## config.mk

```make
export PLATFORM = sky130hd
export DESIGN_NAME = fifo_with_overflow_policy
export DESIGN_NICKNAME = d
export VERILOG_FILES = /design/src/hdl/fwop_pkg.sv /design/src/hdl/fwop_core.sv /design/src/hdl/fifo_with_overflow_policy.sv
export SDC_FILE = /design/constraint.sdc
export NUM_CORES = 2
export LEC_CHECK = 0
export BUFFER_PORTS_ARGS = -buffer_cell sky130_fd_sc_hd__buf_2
export CAP_MARGIN = 0
export CORE_UTILIZATION = 61
export DETAILED_ROUTE_END_ITERATION = 8
export PLACE_DENSITY = 0.78
export RECOVER_POWER = 50
export SYNTH_ARGS = -nofsm -noshare
export SYNTH_HDL_FRONTEND = slang
export SYNTH_HIERARCHICAL = 1
export SYNTH_SLANG_ARGS = --single-unit
export TNS_END_PERCENT = 10
```

## constraint.sdc

```tcl
create_clock -name clk -period 18.93 [get_ports clk]
set_input_delay 0.9465 -clock clk [delete_from_list [all_inputs] [get_ports clk]]
set_output_delay 0.9465 -clock clk [all_outputs]
set_load 0.05 [all_outputs]
```

## src/hdl/fwop_pkg.sv

```systemverilog
// ----------------------------------------------------------------------------
// fwop_pkg
// Shared sizes, command, policy and status codes, and the result record of
// the FIFO with overflow policy.
// ----------------------------------------------------------------------------
package fwop_pkg;

  localparam int QUEUE_DEPTH = 16;
  localparam int WORD_BITS   = 64;

  localparam int PTR_W = (QUEUE_DEPTH > 1) ? $clog2(QUEUE_DEPTH) : 1;
  localparam int CNT_W = $clog2(QUEUE_DEPTH + 1);

  localparam int CMD_W      = 2;
  localparam int DATA_W     = 64;
  localparam int STAT_W     = 3;
  localparam int FILL_W     = 5;
  localparam int CTR_W      = 32;
  localparam int CAP_W      = 5;
  localparam int POL_W      = 2;
  localparam int CFG_IDX_W  = 1;
  localparam int CFG_DATA_W = 5;

  localparam int OUT_FIELDS_W = DATA_W + FILL_W + 2 + 3 * CTR_W;
  localparam int OUT_TDATA_W  = ((OUT_FIELDS_W + 7) / 8) * 8;

  localparam logic [CMD_W-1:0] CMD_PUSH = 2'd0;
  localparam logic [CMD_W-1:0] CMD_POP  = 2'd1;

  localparam logic [POL_W-1:0] POL_DROP_NEW = 2'd0;
  localparam logic [POL_W-1:0] POL_DROP_OLD = 2'd1;
  localparam logic [POL_W-1:0] POL_BLOCK    = 2'd2;

  localparam logic [STAT_W-1:0] ST_ACCEPTED    = 3'd0;
  localparam logic [STAT_W-1:0] ST_NEW_DROPPED = 3'd1;
  localparam logic [STAT_W-1:0] ST_OLD_DROPPED = 3'd2;
  localparam logic [STAT_W-1:0] ST_RETRY       = 3'd3;
  localparam logic [STAT_W-1:0] ST_REFUSED     = 3'd4;
  localparam logic [STAT_W-1:0] ST_POPPED      = 3'd5;
  localparam logic [STAT_W-1:0] ST_EMPTY       = 3'd6;
  localparam logic [STAT_W-1:0] ST_SHUTDOWN    = 3'd7;

  localparam logic [CFG_IDX_W-1:0] CFG_CAPACITY = 1'd0;
  localparam logic [CFG_IDX_W-1:0] CFG_POLICY   = 1'd1;

  localparam logic [CAP_W-1:0] CAP_RESET = 5'd16;

  typedef struct packed {
    logic [STAT_W-1:0] status;
    logic [DATA_W-1:0] pop_data;
    logic [FILL_W-1:0] fill_count;
    logic              is_full;
    logic              is_empty;
    logic [CTR_W-1:0]  enqueued_total;
    logic [CTR_W-1:0]  dropped_total;
    logic [CTR_W-1:0]  blocked_total;
  } fwop_result_t;

endpackage

```

## src/hdl/fwop_core.sv

```systemverilog
// ----------------------------------------------------------------------------
// fwop_core
// Queue storage, pointers, event counters and the per-request policy decision.
// One request is resolved combinationally and the state updated when step is high.
// ----------------------------------------------------------------------------
module fwop_core (
  input  logic                                clk,
  input  logic                                rst_n,
  input  logic                                step,
  input  logic [fwop_pkg::CMD_W-1:0]          cmd,
  input  logic [fwop_pkg::DATA_W-1:0]         push_data,
  input  logic [fwop_pkg::CAP_W-1:0]          cap_cfg,
  input  logic [fwop_pkg::POL_W-1:0]          policy,
  output fwop_pkg::fwop_result_t              result
);
  import fwop_pkg::*;

  localparam int CMP_W = (CNT_W > CAP_W) ? CNT_W : CAP_W;
  localparam int SUM_W = CNT_W + 1;

  logic [WORD_BITS-1:0] store_r [QUEUE_DEPTH];
  logic [PTR_W-1:0]     head_r, head_nxt;
  logic [CNT_W-1:0]     count_r, count_nxt;
  logic                 shut_r, shut_nxt;
  logic [CTR_W-1:0]     enq_r, enq_nxt;
  logic [CTR_W-1:0]     drop_r, drop_nxt;
  logic [CTR_W-1:0]     blk_r, blk_nxt;

  logic [CMP_W-1:0]     cap_ext, cap;
  logic                 full_now;
  logic [SUM_W-1:0]     slot_sum;
  logic [PTR_W-1:0]     slot;
  logic [PTR_W-1:0]     head_inc;
  logic                 wr_en;
  logic [STAT_W-1:0]    status;
  logic [WORD_BITS-1:0] popped;

  function automatic logic [CTR_W-1:0] sat_inc(input logic [CTR_W-1:0] v);
    return (&v) ? v : v + CTR_W'(1);
  endfunction

  always_comb begin
    cap_ext = CMP_W'(cap_cfg);
    if (cap_ext == '0) begin
      cap = CMP_W'(1);
    end else if (cap_ext > CMP_W'(QUEUE_DEPTH)) begin
      cap = CMP_W'(QUEUE_DEPTH);
    end else begin
      cap = cap_ext;
    end
  end

  assign full_now = CMP_W'(count_r) >= cap;
  assign slot_sum = SUM_W'(head_r) + SUM_W'(count_r);
  assign slot     = (slot_sum >= SUM_W'(QUEUE_DEPTH)) ?
                    PTR_W'(slot_sum - SUM_W'(QUEUE_DEPTH)) : PTR_W'(slot_sum);
  assign head_inc = (head_r == PTR_W'(QUEUE_DEPTH - 1)) ? '0 : head_r + PTR_W'(1);

  always_comb begin
    head_nxt  = head_r;
    count_nxt = count_r;
    shut_nxt  = shut_r;
    enq_nxt   = enq_r;
    drop_nxt  = drop_r;
    blk_nxt   = blk_r;
    wr_en     = 1'b0;
    popped    = '0;
    status    = ST_ACCEPTED;
    if (cmd[1]) begin
      shut_nxt = 1'b1;
      status   = ST_SHUTDOWN;
    end else if (cmd == CMD_POP) begin
      if (count_r == '0) begin
        status = ST_EMPTY;
      end else begin
        popped    = store_r[head_r];
        head_nxt  = head_inc;
        count_nxt = count_r - CNT_W'(1);
        status    = ST_POPPED;
      end
    end else if (!full_now) begin
      wr_en     = 1'b1;
      count_nxt = count_r + CNT_W'(1);
      enq_nxt   = sat_inc(enq_r);
      status    = ST_ACCEPTED;
    end else if (policy == POL_DROP_OLD) begin
      wr_en    = 1'b1;
      head_nxt = head_inc;
      drop_nxt = sat_inc(drop_r);
      enq_nxt  = sat_inc(enq_r);
      status   = ST_OLD_DROPPED;
    end else if (policy == POL_BLOCK) begin
      if (shut_r) begin
        status = ST_REFUSED;
      end else begin
        blk_nxt = sat_inc(blk_r);
        status  = ST_RETRY;
      end
    end else begin
      drop_nxt = sat_inc(drop_r);
      status   = ST_NEW_DROPPED;
    end
  end

  always_comb begin
    result.status         = status;
    result.pop_data       = DATA_W'(popped);
    result.fill_count     = FILL_W'(count_nxt);
    result.is_full        = CMP_W'(count_nxt) >= cap;
    result.is_empty       = count_nxt == '0;
    result.enqueued_total = enq_nxt;
    result.dropped_total  = drop_nxt;
    result.blocked_total  = blk_nxt;
  end

  always_ff @(posedge clk) begin
    if (step && wr_en) begin
      store_r[slot] <= push_data[WORD_BITS-1:0];
    end
  end

  always_ff @(posedge clk) begin
    if (!rst_n) begin
      head_r  <= '0;
      count_r <= '0;
      shut_r  <= 1'b0;
      enq_r   <= '0;
      drop_r  <= '0;
      blk_r   <= '0;
    end else if (step) begin
      head_r  <= head_nxt;
      count_r <= count_nxt;
      shut_r  <= shut_nxt;
      enq_r   <= enq_nxt;
      drop_r  <= drop_nxt;
      blk_r   <= blk_nxt;
    end
  end

endmodule

```

## src/hdl/fifo_with_overflow_policy.sv

```systemverilog
// ----------------------------------------------------------------------------
// fifo_with_overflow_policy
// Bounded FIFO of data words with a configurable capacity and overflow policy.
// ----------------------------------------------------------------------------
// Each request on the input stream (push, pop or shutdown, selected by
// in_tuser) produces exactly one result on the output stream, in order. The
// block takes one request per clock cycle while the result register is free
// or its result is taken. An accepted request is held in the input register;
// when it advances, the queue pointers, fill count and counters are updated
// and the result is loaded into the result register, from which it is
// offered on the output. A full output register only stalls the input when
// the result is not taken. Capacity and policy are written through the cfg
// port; the user must write them only while no request is in flight, as the
// block itself does not enforce this; capacity 0 acts as 1.
module fifo_with_overflow_policy (
  input  logic                                clk,
  input  logic                                rst_n,
  input  logic                                in_tvalid,
  output logic                                in_tready,
  // push_data
  input  logic [fwop_pkg::DATA_W-1:0]         in_tdata,
  // cmd
  input  logic [fwop_pkg::CMD_W-1:0]          in_tuser,
  output logic                                out_tvalid,
  input  logic                                out_tready,
  // pop_data, fill_count, is_full, is_empty, enqueued_total, dropped_total,
  // blocked_total, zero pad
  output logic [fwop_pkg::OUT_TDATA_W-1:0]    out_tdata,
  // status
  output logic [fwop_pkg::STAT_W-1:0]         out_tuser,
  input  logic                                cfg_we,
  input  logic [fwop_pkg::CFG_IDX_W-1:0]      cfg_index,
  input  logic [fwop_pkg::CFG_DATA_W-1:0]     cfg_wdata
);
  import fwop_pkg::*;

  logic [CAP_W-1:0]  cap_r;
  logic [POL_W-1:0]  pol_r;
  logic              in_valid_r;
  logic [CMD_W-1:0]  in_cmd_r;
  logic [DATA_W-1:0] in_data_r;
  logic              out_valid_r;
  fwop_result_t      out_res_r;
  fwop_result_t      result;
  logic              adv;

  assign adv       = in_valid_r && (!out_valid_r || out_tready);
  assign in_tready = !in_valid_r || adv;

  always_ff @(posedge clk) begin
    if (!rst_n) begin
      cap_r <= CAP_RESET;
      pol_r <= POL_DROP_NEW;
    end else if (cfg_we) begin
      unique case (cfg_index)
        CFG_CAPACITY: cap_r <= cfg_wdata[CAP_W-1:0];
        CFG_POLICY:   pol_r <= cfg_wdata[POL_W-1:0];
        default: ;
      endcase
    end
  end

  always_ff @(posedge clk) begin
    if (!rst_n) begin
      in_valid_r <= 1'b0;
    end else if (in_tready) begin
      in_valid_r <= in_tvalid;
    end
  end

  always_ff @(posedge clk) begin
    if (in_tvalid && in_tready) begin
      in_cmd_r  <= in_tuser;
      in_data_r <= in_tdata;
    end
  end

  fwop_core u_core (
    .clk       (clk),
    .rst_n     (rst_n),
    .step      (adv),
    .cmd       (in_cmd_r),
    .push_data (in_data_r),
    .cap_cfg   (cap_r),
    .policy    (pol_r),
    .result    (result)
  );

  always_ff @(posedge clk) begin
    if (!rst_n) begin
      out_valid_r <= 1'b0;
    end else if (adv) begin
      out_valid_r <= 1'b1;
    end else if (out_tready) begin
      out_valid_r <= 1'b0;
    end
  end

  always_ff @(posedge clk) begin
    if (adv) begin
      out_res_r <= result;
    end
  end

  assign out_tvalid = out_valid_r;
  assign out_tuser  = out_res_r.status;
  assign out_tdata  = OUT_TDATA_W'({out_res_r.blocked_total,
                                    out_res_r.dropped_total,
                                    out_res_r.enqueued_total,
                                    out_res_r.is_empty,
                                    out_res_r.is_full,
                                    out_res_r.fill_count,
                                    out_res_r.pop_data});

endmodule
```

; ---- After elaboration in Yosys (flattened, before gate mapping)
; Memory sizes are Yosys's and may differ from the RTL's. A register that Yosys moved wholly into a read port is not among the register bits.
; Cells that the tools add are included.
; W data, S select, Z words.
[word_totals]
register_bits = 287
ram_bits = 1024
input_bits = 77
word_cells = 105
memories = 1
[memory_table]
columns = name, depth, width, read_ports, rd_ports_with_merged_regs, write_ports, line_no
row1 = u_core.store_r, 16, 64, 1, 1, 1, fwop_core.sv:21  ; logic [WORD_BITS-1:0] store_r [QUEUE_DEPTH];
[classes]
addsub = 8
n_lt_le_gt_ge = 4
eq_ne = 5
muxes = 44
bitwise = 3
n_reduce_logical = 21
[ops]
columns = op, n
row1 = $mux W32, 18
row2 = $add A32 B1 Y32 const B, 3
row3 = $reduce_and A32 Y1, 3
row4 = $mux W5, 6
row5 = $mux W4, 6
row6 = $logic_not A5 Y1, 3
row7 = $mux W3, 5
row8 = $ge A5 B5 Y1, 2
row9 = $mux W1, 8
row10 = $add A4 B5 Y6, 1
row11 = $ge A6 B5 Y1 const B, 1
row12 = $reduce_and A2 Y1, 3
row13 = $reduce_bool A2 Y1, 3
row14 = $add A5 B1 Y5 const B, 1
row15 = $gt A5 B5 Y1 const B, 1
row16 = $reduce_and A5 Y1, 1
row17 = $sub A5 B1 Y5 const B, 1
row18 = $add A4 B1 Y4 const B, 1
row19 = $eq A2 B1 Y1 const B, 2
row20 = $eq A4 B4 Y1 const B, 1
row21 = $sub A4 B1 Y4 const B, 1
row22 = $logic_and A1 B1 Y1, 3
row23 = $not A1 Y1, 3
row24 = $reduce_or A3 Y1, 1
row25 = 5 further kinds, 7

; ---- Longest topological paths before layout
[logic_depth]
depth_word = 10
depth_mapped = 15

; ---- Cells and area by module
; Netlist, hierarchy kept.
[modules_own_cells]
columns = mod, n_inst, cells_each, area_each_um2
row1 = fwop_core, 1, 2520, 46465.8
row2 = fifo_with_overflow_policy, 1, 277, 7474.7

; ---- Worst setup path after synthesis
; Ideal clock, no wire load.
[synth_timing]
path_kind = input port to flip-flop
from = input port out_tready
to = memory u_core.store_r[9][0], enable pin
setup_ps = 486
arrival_time_ps = 13250
required_ps = 18444
slack_ps = 5194
path_stages = 8
n_path_buf = 2
path_cell_list = nor2b_1 nor2b_1 buf_2 nand2_1 a211oi_2 clkbuf_1 nand3_1 nor2_1
[synth_via]
elab_chain_len = 5
[synth_lines]
columns = item, line_no
row1 = start: declaration, fifo_with_overflow_policy.sv:25  ; input logic out_tready,
row2 = $logic_or A1 B1 Y1, fifo_with_overflow_policy.sv:47  ; assign adv = in_valid_r && (!out_valid_r || out_tready);
row3 = $logic_and A1 B1 Y1, fifo_with_overflow_policy.sv:47
row4 = named net adv, fifo_with_overflow_policy.sv:45  ; logic adv;
row5 = $logic_and A1 B1 Y1, fwop_core.sv:117  ; if (step && wr_en) begin
row6 = $mux W1, fwop_core.sv:117
row7 = $mux W1 (implied by the code), fwop_core.sv:118  ; store_r[slot] <= push_data[WORD_BITS-1:0];
row8 = end: declaration, fwop_core.sv:21
; The timed path passes the listed nets, and every way through them passes these cells.

; ---- Worst setup path after layout
[layout_timing]
from = register out_valid_r (netlist: out_tvalid)
to = register u_core.enq_r[31]
[layout_via]
elab_chain_len = 3
[layout_lines]
columns = item, line_no
row1 = start: declaration, fifo_with_overflow_policy.sv:42  ; logic out_valid_r;
row2 = start signal: assignment, fifo_with_overflow_policy.sv:91  ; out_valid_r <= 1'b0;
row3 = start signal: assignment, fifo_with_overflow_policy.sv:93  ; out_valid_r <= 1'b1;
row4 = start signal: assignment, fifo_with_overflow_policy.sv:95  ; out_valid_r <= 1'b0;
row5 = $logic_not A1 Y1, fifo_with_overflow_policy.sv:47
row6 = $logic_or A1 B1 Y1, fifo_with_overflow_policy.sv:47
row7 = $logic_and A1 B1 Y1, fifo_with_overflow_policy.sv:47
row8 = named net adv, fifo_with_overflow_policy.sv:45
row9 = end signal: assignment, fwop_core.sv:134  ; enq_r <= enq_nxt;
row10 = end: declaration, fwop_core.sv:25  ; logic [CTR_W-1:0] enq_r, enq_nxt;
; The timed path passes the listed nets, and every way through them passes these cells.
; A chain may end at the register's enable or synchronous reset.

==> impl_metrics.yaml <==
power_and_ir_drop:
  p_per_area_nw_per_um2: 102.5
  leakagePower_nw: 18.87
  vdd_drop_max_uv: 86.95
  totalPowerFinal_w: 0.006200
critical_path:
  arrival_ps: 7010
  critPathLaunchType: "register"
  worstSetupEndpointType: "register"
  critPathRequiredTime_ps: 19580
  critPathKind: "register to register"
  critical_path.max_fanout: 70
logic_synthesis:
  synth.area.top_cells: "edfxtp_1 70%, mux4_2 13%, dfxtp_1 4.4%"
  synth_area_per_cell_um2: 19.29
  synthCells: 2797
  synth_seq_cells: 1379
  syn-num-nets: 2894
  async_reset_ff_frac: 0
  yosys.area.top_type: "edfxtp_1"
  synth_edf_count: 1260
  ys_seq_area_frac: 0.7456
  yosysWarnings: 6
  synth_cell_types: 71
  syn_area_um2: 53940
  synth_most_common_cell: "edfxtp_1"
  synth_top_area_share: 0.7014
  synth_flop_cell: "edfxtp_1"
  synthTopCellsByCount: "1260 x edfxtp_1, 320 x mux4_2, 119 x dfxtp_1"
floorplanning:
  ios: 250
  fp.dieW_um: 299.4
  die_h_um: 299.4
  row_count: 108
  fp.dieArea_um2: 89620
  coreArea_um2: 87160
  start_util: 0.6189
timing:
  slew_violations: 255
  finalWorstPathRequiredPeriod_ps: 6359
  setup_viol: 0
  max-slew-margin-rel: -1.761
  hold_viol_final: 0
  clock.fmax_ghz: 0.1573
  tightest_slew_ps: 4142
  timing.hold.ws_ps: 380.2
  fin_setup_tns_ps: 0
  finClkSkew_ps: 28.21
  fin_crit_sh: 0.3359
  rsz0062_at_grt: "no"
layout:
  drive_above_1_share: 0.2065
  fillerInstances: 5255
  syn_to_final_growth_pct: 12.09
  nNetsFinal: 3166
  final_cell_count_no_fill: 4323
place:
  dpl.hpwl_um: 67830
  io_buffers: 248
  place.gp.congestion: 0.8668
  place_inst: 4088
detailed_routing:
  ant_nets: 0
  drtPass1Iterations: 5
  wl_um: 129400
  vias: 28700
  wire_per_inst_um: 29.94
  drc: 0
  via_per_inst: 6.640
  drt_iter0_markers: 3343
cts:
  htreeDepth: 4
  cts_buffers: 134
  clock_sinks: 1379
  hold_buffers: 0
  cts_resized: 0
  worstSkewPairLatency_ps: 740
  cts_setup_buffers: 0
  clkSlewWorstSetupHoldPaths_ps: 60
  cts_tree: "done"
  clockBufferDepth: 3
  clock-root-buffer: "clkbuf_16"
global_route:
  grt_pass1_vias: 29060
  grt_pass1_wl_um: 190300
  overflow: 0
  grt_max_degree: 84
  antenna_found_initial: 7
  grt.total_usage: 0.2928
hold_path:
  min_path_type: "input port to register"
run_status:
  outcome: "complete, but fails checks"
  violations: "capacitance limit, slew limit"
job:
  drv_cap: 6
[cells by family (layout without fill, tap and decap cells)]
logic type,after synthesis,after routing,synth area share
DFF,1379,1379,0.7456
and+or+nand+nor,591,591,0.05873
muxes,339,339,0.1372
buffers and inverters,168,538,0.01301
AOI/OAI and AO/OA,163,163,0.01856
xor gates and xnor gates,136,136,0.02208
adders and majority gates,20,20,0.004778
other,1,2,0.00006952
[metal layers]
metal	track usage	up-vias	wire length, µm
met5	0	-	43
met4	0.09342	6	3659
li1	-	11880	-
met2	0.4856	1759	65710
met1	0.3939	14810	47790
met3	0.06117	251	12240
[stage by stage]
stage | area, µm² | worst slack, ps | utilization
3_3_place_gp | 56440 | 14170 | 0.6475
4_1_cts | 60710 | 14490 | 0.6966
3_5_place_dp | 56440 | 14110 | 0.6475
5_1_grt | 60460 | 11890 | 0.6937
6_report | 60460 | 12570 | 0.6937
2_1_floorplan | 53940 | 5194 | -
[report_power, final]
part	leakage, nW	internal, W	switching [W]	total [W]
clock network	2.07	0.00151	0.00112	0.00263
registers	12.4	0.00336	0.0000487	0.00340
logic	4.43	0.0000353	0.000128	0.000164
total	18.9	0.00490	0.00130	0.00620
[worst paths after layout]
kind	from	to	slack, ps	cells past startpoint
min reg2reg	cap_r[1]	cap_r[1]	480	2
max	out_tvalid	u_core/enq_r[31]	12570	7
max reg2reg	out_tvalid	u_core/enq_r[31]	12570	7
min	in_tdata[46]	in_data_r[46]	380	1
[worst max-delay path, cell delays in order (launching register included)]
cell	delay (ps)
dfxtp_1	320
nor2b_1	150
nor2b_1	1480
clkbuf_1	2430
buf_4	900
nand4_1	410
nor3_1	310
mux2i_1	230
[sequential cells by signal (all words and copies together), names as in the netlist, named ones only]
name            count
in_data_r          64
pol_r               2
u_core/head_r       4
u_core/blk_r       32
u_core/shut_r       1
u_core/store_r   1024
out_tvalid          1
out_tdata         167
u_core/enq_r       32
out_tuser           3
cap_r               5
u_core/drop_r      32
u_core/count_r      5
in_valid_r          1
in_cmd_r            2
[cells in the final DEF (no fill, tap or decap), types with 13 or more instances in the layout]
cell type,count
dfxtp_1,115
nand2b_1,17
clkbuf_1,206
nand3_1,66
or3_1,34
nor3_1,32
o21ai_0,39
mux4_2,320
clkinv_1,17
edfxtp_1,1260
mux2i_1,18
bufinv_16,13
buf_2,73
xor2_1,61
clkbuf_16,137
nor2_4,16
inv_1,19
ha_1,19
a21oi_1,62
or4_1,19
nand4_1,44
buf_4,32
nand2_1,113
and2_1,17
o31ai_1,17
nor2_1,89
xnor2_1,75
clkinv_2,20
and3_1,84
[cell type report]
type / instances / area [µm²] / area share
tap: 1155 / 1445 / 0.02390
inverter: 20 / 75.07 / 0.001242
clock buffer: 164 / 3530 / 0.05838
multi-input combinational: 1250 / 13150 / 0.2175
antenna: 1 / 2.502 / 0.00004139
clock inverter: 70 / 747.0 / 0.01235
sequential: 1379 / 40230 / 0.6654
timing repair buffer: 284 / 1277 / 0.02113
No activity file was read; power rests on OpenSTA's default activity.
